File: src/design/ecpu_pkg.sv
// Shared types and constants for the Ethernet frame to CAN message unpacker.
package ecpu_pkg;

  localparam int MAX_DATA_BYTES      = 8;
  localparam int DEF_MAX_FRAME_BYTES = 2048;
  localparam int DATA_IDX_W          = $clog2(MAX_DATA_BYTES);

  localparam int CFG_IDX_W  = 2;
  localparam int CFG_DATA_W = 8;

  localparam logic [CFG_IDX_W-1:0] CFG_COUNT_OFFSET  = 2'd0;
  localparam logic [CFG_IDX_W-1:0] CFG_START_MAILBOX = 2'd1;

  localparam logic [7:0] COUNT_OFFSET_RST  = 8'd18;
  localparam logic [3:0] START_MAILBOX_RST = 4'd8;
  localparam logic [3:0] DATA_LEN_MAX      = 4'(MAX_DATA_BYTES);

  typedef enum logic [4:0] {
    PH_WAIT_COUNT = 5'b00001,
    PH_HDR0       = 5'b00010,
    PH_HDR1       = 5'b00100,
    PH_DATA       = 5'b01000,
    PH_DONE       = 5'b10000
  } phase_t;

  typedef struct packed {
    logic [7:0] frame_byte;
    logic       frame_start;
  } beat_t;

  typedef struct packed {
    logic                  wr;
    logic [CFG_IDX_W-1:0]  index;
    logic [CFG_DATA_W-1:0] data;
  } cfg_wr_t;

  typedef struct packed {
    logic [11:0]                     message_id;
    logic [3:0]                      payload_len;
    logic [MAX_DATA_BYTES-1:0][7:0]  data_bytes;
    logic [3:0]                      mailbox;
    logic                            length_error;
  } msg_t;

endpackage

File: src/design/eth_frame_can_pdu_unpacker.sv
// Top level of the Ethernet frame to CAN message unpacker.
//
// Input channel: one frame byte per beat (in_frame_byte), with in_frame_start
// set on byte 0 of each frame. The byte at count_offset gives the message
// count; each message is two header bytes followed by its data bytes.
// Output channel: one beat per message with identifier, length (saturated at
// eight, length_error set when the header asked for more), eight data bytes
// zero past the length, and the transmit mailbox.
// Config channel: index 0 writes count_offset, index 1 writes start_mailbox,
// which also becomes the mailbox of the next message. cfg_ready is always high.
// Throughput: one byte per cycle while the receiver keeps up. A byte goes into
// an input register, is parsed once the output register is free or draining,
// and its message is loaded into the output register, which raises out_valid.
// When the receiver stalls with a message held, the parser holds; the input
// register keeps its byte (or takes one if empty) and in_ready stays low
// until the message is taken.
// Reset: parsing starts as if a frame had begun, count_offset is 18 and the
// mailbox is 8; no clearing pass is needed.
module eth_frame_can_pdu_unpacker #(
  parameter int MAX_FRAME_BYTES = ecpu_pkg::DEF_MAX_FRAME_BYTES
) (
  input  logic                            clk,
  input  logic                            rst_n,
  input  logic                            in_valid,
  output logic                            in_ready,
  input  logic [7:0]                      in_frame_byte,
  input  logic                            in_frame_start,
  output logic                            out_valid,
  input  logic                            out_ready,
  output logic [11:0]                     out_message_id,
  output logic [3:0]                      out_payload_len,
  output logic [7:0]                      out_data_byte0,
  output logic [7:0]                      out_data_byte1,
  output logic [7:0]                      out_data_byte2,
  output logic [7:0]                      out_data_byte3,
  output logic [7:0]                      out_data_byte4,
  output logic [7:0]                      out_data_byte5,
  output logic [7:0]                      out_data_byte6,
  output logic [7:0]                      out_data_byte7,
  output logic [3:0]                      out_mailbox,
  output logic                            out_length_error,
  input  logic                            cfg_valid,
  output logic                            cfg_ready,
  input  logic [ecpu_pkg::CFG_IDX_W-1:0]  cfg_index,
  input  logic [ecpu_pkg::CFG_DATA_W-1:0] cfg_data
);
  import ecpu_pkg::*;

  beat_t   in_beat, beat;
  logic    beat_valid;
  logic    advance;
  logic    emit;
  msg_t    msg, msg_q;
  cfg_wr_t cfg;

  assign in_beat.frame_byte  = in_frame_byte;
  assign in_beat.frame_start = in_frame_start;

  assign cfg_ready = 1'b1;
  assign cfg.wr    = cfg_valid;
  assign cfg.index = cfg_index;
  assign cfg.data  = cfg_data;

  // parse only when the output register is free or draining this cycle
  assign advance = beat_valid && (!out_valid || out_ready);

  ecpu_in_stage u_in (
    .clk        (clk),
    .rst_n      (rst_n),
    .in_valid   (in_valid),
    .in_ready   (in_ready),
    .in_beat    (in_beat),
    .advance    (advance),
    .beat_valid (beat_valid),
    .beat       (beat)
  );

  ecpu_parser #(
    .MAX_FRAME_BYTES (MAX_FRAME_BYTES)
  ) u_parser (
    .clk   (clk),
    .rst_n (rst_n),
    .step  (advance),
    .beat  (beat),
    .cfg   (cfg),
    .emit  (emit),
    .msg   (msg)
  );

  ecpu_out_stage u_out (
    .clk       (clk),
    .rst_n     (rst_n),
    .load      (advance && emit),
    .msg_in    (msg),
    .out_ready (out_ready),
    .out_valid (out_valid),
    .msg_out   (msg_q)
  );

  assign out_message_id   = msg_q.message_id;
  assign out_payload_len  = msg_q.payload_len;
  assign out_data_byte0   = msg_q.data_bytes[0];
  assign out_data_byte1   = msg_q.data_bytes[1];
  assign out_data_byte2   = msg_q.data_bytes[2];
  assign out_data_byte3   = msg_q.data_bytes[3];
  assign out_data_byte4   = msg_q.data_bytes[4];
  assign out_data_byte5   = msg_q.data_bytes[5];
  assign out_data_byte6   = msg_q.data_bytes[6];
  assign out_data_byte7   = msg_q.data_bytes[7];
  assign out_mailbox      = msg_q.mailbox;
  assign out_length_error = msg_q.length_error;

endmodule

File: src/design/ecpu_in_stage.sv
// Input register stage: captures one frame byte beat per cycle while not stalled.
module ecpu_in_stage (
  input  logic          clk,
  input  logic          rst_n,
  input  logic          in_valid,
  output logic          in_ready,
  input  ecpu_pkg::beat_t in_beat,
  input  logic          advance,
  output logic          beat_valid,
  output ecpu_pkg::beat_t beat
);
  import ecpu_pkg::*;

  logic  valid_r, valid_nxt;
  beat_t beat_r;
  logic  accept;

  assign in_ready = !valid_r || advance;
  assign accept   = in_valid && in_ready;

  always_comb begin
    valid_nxt = valid_r;
    if (accept) begin
      valid_nxt = 1'b1;
    end else if (advance) begin
      valid_nxt = 1'b0;
    end
  end

  always_ff @(posedge clk) begin
    if (!rst_n) begin
      valid_r <= 1'b0;
    end else begin
      valid_r <= valid_nxt;
    end
  end

  always_ff @(posedge clk) begin
    if (accept) begin
      beat_r <= in_beat;
    end
  end

  assign beat_valid = valid_r;
  assign beat       = beat_r;

endmodule

File: src/design/ecpu_parser.sv
// Frame parser: count, header and data phases, mailbox rotation, config registers.
module ecpu_parser #(
  parameter int MAX_FRAME_BYTES = ecpu_pkg::DEF_MAX_FRAME_BYTES
) (
  input  logic              clk,
  input  logic              rst_n,
  input  logic              step,
  input  ecpu_pkg::beat_t   beat,
  input  ecpu_pkg::cfg_wr_t cfg,
  output logic              emit,
  output ecpu_pkg::msg_t    msg
);
  import ecpu_pkg::*;

  localparam int PosW = $clog2(MAX_FRAME_BYTES);
  localparam int CmpW = (PosW > 8) ? PosW : 8;
  localparam logic [PosW-1:0] MaxPos = PosW'(MAX_FRAME_BYTES - 1);

  phase_t                         phase_r, phase_nxt, ph;
  logic [PosW-1:0]                pos_r, pos_nxt, pos;
  logic [7:0]                     msgs_r, msgs_nxt;
  logic [7:0]                     hdr0_r, hdr0_nxt;
  logic [7:0]                     hdr1_r, hdr1_nxt;
  logic [3:0]                     left_r, left_nxt;
  logic [3:0]                     idx_r, idx_nxt;
  logic [MAX_DATA_BYTES-1:0][7:0] data_r, data_nxt;
  logic [3:0]                     mbox_r, mbox_nxt;
  logic [7:0]                     cnt_off_r;
  logic [7:0]                     b;
  logic [7:0]                     hdr1_sel;
  logic                           cfg_mbox_wr;

  assign b  = beat.frame_byte;
  assign ph = beat.frame_start ? PH_WAIT_COUNT : phase_r;
  assign pos = beat.frame_start ? '0 : pos_r;

  always_comb begin
    phase_nxt = ph;
    pos_nxt   = pos;
    msgs_nxt  = msgs_r;
    hdr0_nxt  = hdr0_r;
    hdr1_nxt  = hdr1_r;
    left_nxt  = left_r;
    idx_nxt   = idx_r;
    data_nxt  = data_r;
    emit      = 1'b0;
    unique case (ph)
      PH_WAIT_COUNT: begin
        if (CmpW'(pos) == CmpW'(cnt_off_r)) begin
          msgs_nxt  = b;
          phase_nxt = (b == 8'd0) ? PH_DONE : PH_HDR0;
        end
      end
      PH_HDR0: begin
        hdr0_nxt  = b;
        phase_nxt = PH_HDR1;
      end
      PH_HDR1: begin
        hdr1_nxt = b;
        left_nxt = hdr0_r[3:0];
        idx_nxt  = 4'd0;
        data_nxt = '0;
        if (hdr0_r[3:0] == 4'd0) begin
          emit = 1'b1;
        end else begin
          phase_nxt = PH_DATA;
        end
      end
      PH_DATA: begin
        // bytes past the eighth are consumed and dropped
        if (idx_r < DATA_LEN_MAX) begin
          data_nxt[idx_r[DATA_IDX_W-1:0]] = b;
        end
        idx_nxt  = idx_r + 4'd1;
        left_nxt = left_r - 4'd1;
        if (left_nxt == 4'd0) begin
          emit = 1'b1;
        end
      end
      PH_DONE: begin
      end
      default: begin
      end
    endcase
    if (emit) begin
      msgs_nxt  = msgs_r - 8'd1;
      phase_nxt = (msgs_nxt == 8'd0) ? PH_DONE : PH_HDR0;
    end
    // stop at the last byte position a frame may hold
    if (pos >= MaxPos) begin
      phase_nxt = PH_DONE;
    end else begin
      pos_nxt = pos + 1'b1;
    end
  end

  assign hdr1_sel = (ph == PH_HDR1) ? b : hdr1_r;

  always_comb begin
    msg.message_id   = {hdr1_sel, hdr0_r[7:4]};
    msg.length_error = hdr0_r[3:0] > DATA_LEN_MAX;
    msg.payload_len  = msg.length_error ? DATA_LEN_MAX : hdr0_r[3:0];
    msg.data_bytes   = data_nxt;
    msg.mailbox      = mbox_r;
  end

  assign cfg_mbox_wr = cfg.wr && (cfg.index == CFG_START_MAILBOX);

  always_comb begin
    mbox_nxt = mbox_r;
    if (cfg_mbox_wr) begin
      mbox_nxt = cfg.data[3:0];
    end else if (step && emit) begin
      mbox_nxt = {1'b1, mbox_r[2:0] + 3'd1};
    end
  end

  always_ff @(posedge clk) begin
    if (!rst_n) begin
      phase_r   <= PH_WAIT_COUNT;
      pos_r     <= '0;
      msgs_r    <= '0;
      left_r    <= '0;
      idx_r     <= '0;
      mbox_r    <= START_MAILBOX_RST;
      cnt_off_r <= COUNT_OFFSET_RST;
    end else begin
      mbox_r <= mbox_nxt;
      if (step) begin
        phase_r <= phase_nxt;
        pos_r   <= pos_nxt;
        msgs_r  <= msgs_nxt;
        left_r  <= left_nxt;
        idx_r   <= idx_nxt;
      end
      if (cfg.wr) begin
        unique case (cfg.index)
          CFG_COUNT_OFFSET: cnt_off_r <= cfg.data;
          CFG_START_MAILBOX: begin
          end
          default: begin
          end
        endcase
      end
    end
  end

  always_ff @(posedge clk) begin
    if (step) begin
      hdr0_r <= hdr0_nxt;
      hdr1_r <= hdr1_nxt;
      data_r <= data_nxt;
    end
  end

  a_emit_phase: assert property (@(posedge clk) disable iff (!rst_n)
    emit |-> (ph == PH_HDR1 || ph == PH_DATA))
    else $error("message emitted outside header or data phase");

  a_mbox_rotate: assert property (@(posedge clk) disable iff (!rst_n)
    (step && emit && !cfg_mbox_wr) |=> mbox_r[3])
    else $error("mailbox left the upper bank after rotation");

  a_pos_bound: assert property (@(posedge clk) disable iff (!rst_n)
    pos_r <= MaxPos)
    else $error("byte position ran past frame limit");

  a_phase_onehot: assert property (@(posedge clk) disable iff (!rst_n)
    $onehot(phase_r))
    else $error("parse phase lost its one-hot code");

endmodule

File: src/design/ecpu_out_stage.sv
// Output register stage: holds one unpacked message until the receiver takes it.
module ecpu_out_stage (
  input  logic           clk,
  input  logic           rst_n,
  input  logic           load,
  input  ecpu_pkg::msg_t msg_in,
  input  logic           out_ready,
  output logic           out_valid,
  output ecpu_pkg::msg_t msg_out
);
  import ecpu_pkg::*;

  logic valid_r, valid_nxt;
  msg_t msg_r;

  always_comb begin
    valid_nxt = valid_r;
    if (load) begin
      valid_nxt = 1'b1;
    end else if (out_ready) begin
      valid_nxt = 1'b0;
    end
  end

  always_ff @(posedge clk) begin
    if (!rst_n) begin
      valid_r <= 1'b0;
    end else begin
      valid_r <= valid_nxt;
    end
  end

  always_ff @(posedge clk) begin
    if (load) begin
      msg_r <= msg_in;
    end
  end

  assign out_valid = valid_r;
  assign msg_out   = msg_r;

endmodule
File: config.mk
export PLATFORM = sky130hd
export DESIGN_NAME = eth_frame_can_pdu_unpacker
export DESIGN_NICKNAME = d
export VERILOG_FILES = /design/src/design/ecpu_pkg.sv /design/src/design/eth_frame_can_pdu_unpacker.sv /design/src/design/ecpu_in_stage.sv /design/src/design/ecpu_parser.sv /design/src/design/ecpu_out_stage.sv
export SDC_FILE = /design/constraint.sdc
export NUM_CORES = 1
export LEC_CHECK = 0
export ABC_CLOCK_PERIOD_IN_PS = 4800
export BUFFER_PORTS_ARGS = -buffer_cell sky130_fd_sc_hd__buf_2
export CAP_MARGIN = 20
export CORE_MARGIN = 2
export CORE_UTILIZATION = 42
export DETAILED_ROUTE_END_ITERATION = 12
export SKIP_CTS_REPAIR_TIMING = 1
export SYNTH_ARGS = -nofsm -noshare
export SYNTH_HDL_FRONTEND = slang
export SYNTH_SLANG_ARGS = --single-unit
File: constraint.sdc
create_clock -name clk -period 4.8 [get_ports clk]
set_input_delay 0.96 -clock clk [delete_from_list [all_inputs] [get_ports clk]]
set_output_delay 0.96 -clock clk [all_outputs]
set_load 0.03 [all_outputs]
==> results of run 1 <==
power by group through the flow:
stage	combinational (mW)	clock, mW	sequential (mW)
floorplan	0.103	0	2.14
global placement	0.124	0	2.18
detailed placement	0.126	0	2.18
CTS	0.126	1.75	2.14
global route	0.142	1.81	2.14
finish	0.125	1.72	2.14
worst max path at each step:
stage                     slack, ps            endpoint  cells past startpoint
after floorplan                 680  u_parser.msgs_r[5]                      6
after global placement         1430   u_out.msg_out[77]                      7
after detailed placement       1330   u_out.msg_out[77]                      7
after CTS                      1320   u_out.msg_out[57]                      7
after global routing           1020   u_out.msg_out[57]                      7
final                          1320   u_out.msg_out[78]                      7
logic make-up (layout without fill, tap and decap cells):
family | after synthesis | count (layout)
buffers and inverters | 61 | 171
adder cells (fa/ha/maj) | 7 | 7
multiplexers | 12 | 12
AND/OR/NAND/NOR | 314 | 314
flip-flops | 220 | 220
AO/OA/AOI/OAI | 164 | 164
other | 1 | 1
XOR/XNOR | 17 | 17
per-stage QoR:
| step | utilization [%] | power (mW) |
|---|---|---|
| final | 49.37 | 3.979 |
| after global routing | 49.37 | 4.099 |
| after CTS | 49.37 | 4.014 |
| after detailed placement | 46.00 | 2.304 |
| after global placement | 45.98 | 2.302 |
| after floorplan | - | 2.246 |
registers in the layout, summed over array words and instances, names as in the netlist:
name                count
u_parser.pos_r         11
u_parser.cnt_off_r      8
u_parser.hdr0_r         8
u_in.beat_valid         1
u_parser.hdr1_r         8
u_in.beat               9
u_parser.data_r        64
u_parser.left_r         4
u_parser.msgs_r         8
u_out.msg_out          85
u_out.out_valid         1
u_parser.idx_r          4
u_parser.mbox_r         4
u_parser.phase_r        5
cell usage in the layout, fill, tap and decap left out, types with 4 or more instances in the layout:
cell	Yosys	final
o21ai_0	88	88
a31oi_1	5	5
edfxtp_1	174	174
nand3_1	8	8
clkinv_2	0	6
buf_2	9	111
nor4_1	4	4
clkinv_1	1	5
dfxtp_1	46	46
xnor2_1	8	8
buf_4	4	7
and2_1	9	9
inv_1	10	9
ha_1	7	7
a21oi_1	26	26
or4_1	4	4
clkinvlp_4	0	5
mux2i_1	12	12
xor2_1	9	9
nor3_1	7	7
nand3b_1	8	8
nand2b_1	8	8
o211ai_1	6	6
clkbuf_16	0	23
nor2_1	43	43
nor2b_1	9	9
nand2_1	180	180
cell type report:
type                    instances  area [um2]  area share [%]
well taps                     280       350.3           3.262
clock inverters                18       156.4           1.456
flip-flops and latches        220        6146           57.22
clock buffers                  23       575.6           5.359
repair buffers                118       608.1           5.662
multi-input cells             515        2856           26.60
inverters                      12       47.55          0.4427
layer usage:
layer | vias up | routed length, um | global-route usage [%]
li1 | 3062 | - | -
met1 | 2935 | 9189 | 24.34
met2 | 188 | 9287 | 27.85
met3 | 36 | 1186 | 2.474
met4 | 0 | 494 | 4.982
met5 | - | 0 | 0
==> metrics, run 1 <==
outcome complete, no violations; fillers 1964; unrepaired setup endpoints after global routing no; initial antenna violation count 0; post-route insts no fill 1186; Vias about 6200; Cell Area, Synth 9274 um2; Power Dens Cells 370.5 nW/um2; top post-synthesis cells by count nand2_1 (180), edfxtp_1 (174), o21ai_0 (88); Req. time, crit path 4920 ps; Synth Area in Simple Gates approximately 16%; DR WL/cell 17.00 um; max-slew violations 0; Switching Share 21.50%; Setup CP Type register to register; placed cell count approximately 1100; area delta synth->final 15.81%; WP buf/inv 3; Synth Flop Type edfxtp_1; endpoints failing setup 0; DR vias/cell between 5 and 6; Top delay family on crit path simple AND/OR/NAND/NOR gates; peak supply drop 0.0001908 V; Post-route DRC 0; worst hold stages 0; core area 21760 um2; Setup WS post-layout 1317 ps; iteration count of the initial detailed-routing pass 5; fin area between 10000 and 15000 um2; Worst-path clk slew 60 ps; gr ovfl total 0; Post-synth EDFFs 174; pin count of the biggest net entering global routing 74; count leader, synth nand2_1; io pins around 110; reg-to-reg endpoint u_out.msg_out[78]; Critical Path AT 3610 ps; CP peak stage delay 750 ps; P_int ~3.1 mW; Max Clock Skew 11.96 ps; most frequent CP cell buf_4; post-synth top area share between 50% and 60%; max-cap violations 0; worst rel slew slack about 37%; xor/xnor share of the synthesized area ~1.6%; syn_nets 827; Starting Density 42.63%; crit-path cells buf_4 > nor4_2 > and3b_1 > and2_1 > o21ai_4 > clkinv_2 > buf_4; wirelength, routed just over 20000 um; Worst Setup Start Kind register; Peak Freq 287.1 MHz; CP max FO 70; Clk network pwr share 43.1%; Reg power frac between 50% and 60%; Max clock buf depth 3; number of antenna-violating nets in the routed design 0; Die Y 152.6 um; Inserted Diodes 0; final period utilization 72.55%; main combinational cell family by area after synthesis simple AND/OR/NAND/NOR gates; r2r startpoint u_in.beat[0]; CTS tree yes; placed cell areas about 10000 um2; Fin Hold WS 411.7 ps; share of cells above drive strength 1 19.32%; pre-CTS WS 1329 ps; critical path startpoint u_in.beat[0]; cells after synthesis between 700 and 800; Final Hold Viols 0; post-synthesis async set-or-reset flop share 0%; Clock Latency Late Sink 500 ps; mux cell area share after synthesis about 1.3%; LEAKAGE 3.868 nW; number of global-route vias before repair 6071; Least-Margin Pin Slew 938.4 ps; Crit-path slowest cell buf_4; Root Driver clkbuf_16; total number of H-tree levels 1; die area around 23000 um2; Distinct cells, synth 74; final net count 921; DP Wirelength 12750 um; # port buffers 110; post-synth top area cell edfxtp_1; Synth Area in Adders 0.9444%; clk sinks 220; GRT Util Overall 17.21%; num rows between 50 and 60; FF-to-FF path depth 7; Hold Path Class register to register; Mapped Avg Cell Area between 10 and 15 um2; setup TNS 0 ps; ranking of synthesized cells by area edfxtp_1 (56%), dfxtp_1 (9.9%), nand2_1 (7.3%); initial DRC count 491; flop2flop setup slack 1320 ps; die width 152.6 um; min-delay src u_parser.hdr0_r[7]; Ys Warns 0; combinational share of power between 3 and 4%; min Tclk post-route 3483 ps; CP endpoint kind register; Synth Register Bits between 200 and 250; Synth Area in Compound Gates 10.93%; Num CTS Buffers 23; sequential cell area fraction in the yosys report 66.27%; NetSw 855.5 uW; first-pass GRT wire length about 33000 um; Hold Path Sink u_out.msg_out[76]; routability cong. 0.7897
Power figures use the tool's default switching activity.
==> run 2: changes to the inputs <==
Settings changed: ABC_CLOCK_PERIOD_IN_PS 4800 to 2920.
Clock period 4.8 ns to 2.92 ns, I/O delays scaled along.
==> metrics, run 2 (synthesis gave the netlist of run 1 again) <==
share of cells above drive strength 1 21.66% (+2.3 points); number of antenna-violating nets in the routed design 0 (unchanged); Worst-path clk slew 60 ps (about the same); Vias 6386 (+2.7%); fillers 1967 (+0.15%); total number of H-tree levels 1 (unchanged); Num CTS Buffers 23 (unchanged); placed cell count 1165 (+1.7%); gr ovfl total 0 (unchanged); peak supply drop 0.0002656 V (+39%); iteration count of the initial detailed-routing pass 5 (unchanged); # port buffers 110 (unchanged); Die Y 152.6 um (unchanged); endpoints failing setup 0 (unchanged); core area 21760 um2 (unchanged); Least-Margin Pin Slew 778.9 ps (-159.5 ps); placed cell areas 10230 um2 (+2.2%); commonest non-fill, non-tap cells in the layout nand2_1 (180), edfxtp_1 (174), buf_2 (111); Post-route DRC 0 (unchanged); num rows 54 (unchanged); Req. time, crit path 3110 ps (-1810 ps); worst rel slew slack 48.07% (+11 points); total power 6.774 mW (+70%); area delta synth->final 19.16%; CTS tree yes; CP max FO 30 (-57%); final period utilization 91.23% (+19 points); io pins 112 (unchanged); DR vias/cell 5.286 (+0.78%); unrepaired setup endpoints after global routing no; max FFs per register 85 (unchanged); routability cong. 0.8440 (+6.9%); first-pass GRT wire length 33550 um (+2.4%); outcome complete, no violations; Peak Freq 375.4 MHz (+31%); Setup CP Type register to register; DR WL/cell 17.37 um (+2.2%); CP endpoint kind register; min Tclk post-route 2664 ps (-818.7 ps); register area 6147 um2 (about the same); Max clock buf depth 3 (unchanged); post-route insts no fill 1208 (+1.9%); Starting Density 42.63% (unchanged); fin area 11050 um2 (+2.9%); max-cap violations 0 (unchanged); GRT Util Overall 17.77% (+0.56 points); area occupied by multi-input gates 2859 um2 (about the same); setup TNS 0 ps (unchanged); LEAKAGE 4.033 nW (+4.3%); die width 152.6 um (unchanged); final net count 943 (+2.4%); Final Hold Viols 0 (unchanged); max-slew violations 0 (unchanged); number of global-route vias before repair 6087 (+0.26%); leading cell type in the layout, fill and taps excluded nand2_1; initial antenna violation count 0 (unchanged); Inserted Diodes 0 (unchanged); wirelength, routed 20990 um (+4.1%); Worst Setup Start Kind register; clk sinks 220 (unchanged); Root Driver clkbuf_16; Power Dens Cells 613.0 nW/um2 (+65%); die area 23290 um2 (unchanged); DP Wirelength 13160 um (+3.2%); pin count of the biggest net entering global routing 72 (-2.7%); Critical Path AT 2860 ps (-750 ps); Max Clock Skew 9.124 ps (-2.833 ps); initial DRC count 411 (-16%); Hold Path Class primary input to register; Clock Latency Late Sink 500 ps (about the same)
-- run 2: worst paths after layout --
kind | endpoint | cells after the start | slack [ps] | from
worst max-delay path | u_out.msg_out[39] | 6 | 260 | u_in.beat[0]
worst min-delay path | u_in.beat[6] | 1 | 260 | in_frame_byte[5]
worst max register to register | u_out.msg_out[39] | 6 | 260 | u_in.beat[0]
worst min register to register | u_out.msg_out[73] | 0 | 420 | u_parser.hdr0_r[4]
-- run 2: layout make-up --
type	count	share of cell area, %
inverters	12	0.4529
well taps	280	3.170
repair buffers	140	7.677
clock inverters	10	1.268
multi-input cells	515	25.87
flip-flops and latches	220	55.63
clock buffers	31	5.933
-- run 2: power by group --
part           switching (mW)  total [mW]  internal, mW  leakage, nW
sequential             0.0626        3.50          3.43         1.97
combinational           0.150       0.236        0.0858         1.68
clock                    1.19        3.04          1.85        0.383
-- run 2: critical path, cell delays in order, from the launching register on --
cell and delay (ps):
edfxtp_1 610, nor4_2 410, nand2_2 260, o32ai_4 360, o21ai_4 170, clkinvlp_4 270
buf_12 240
-- run 2: per-layer routing --
layer  share of wire [%]  vias up  GRT usage [%]
li1                    -     3097              -
met1                  45     3036          24.52
met2                  47      217          29.08
met3                 5.8       36          2.588
met4                 2.8        0          5.820
met5                   0        -              0
-- run 2: per-stage QoR --
stage	setup slack, ps	hold slack [ps]	utilization (%)
floorplan	8.566	400.3	-
global placement	327.0	404.4	47.02
CTS	238.7	244.0	50.68
finish	256.2	261.2	50.79
global route	62.31	248.6	50.79
detailed placement	251.2	406.6	47.02
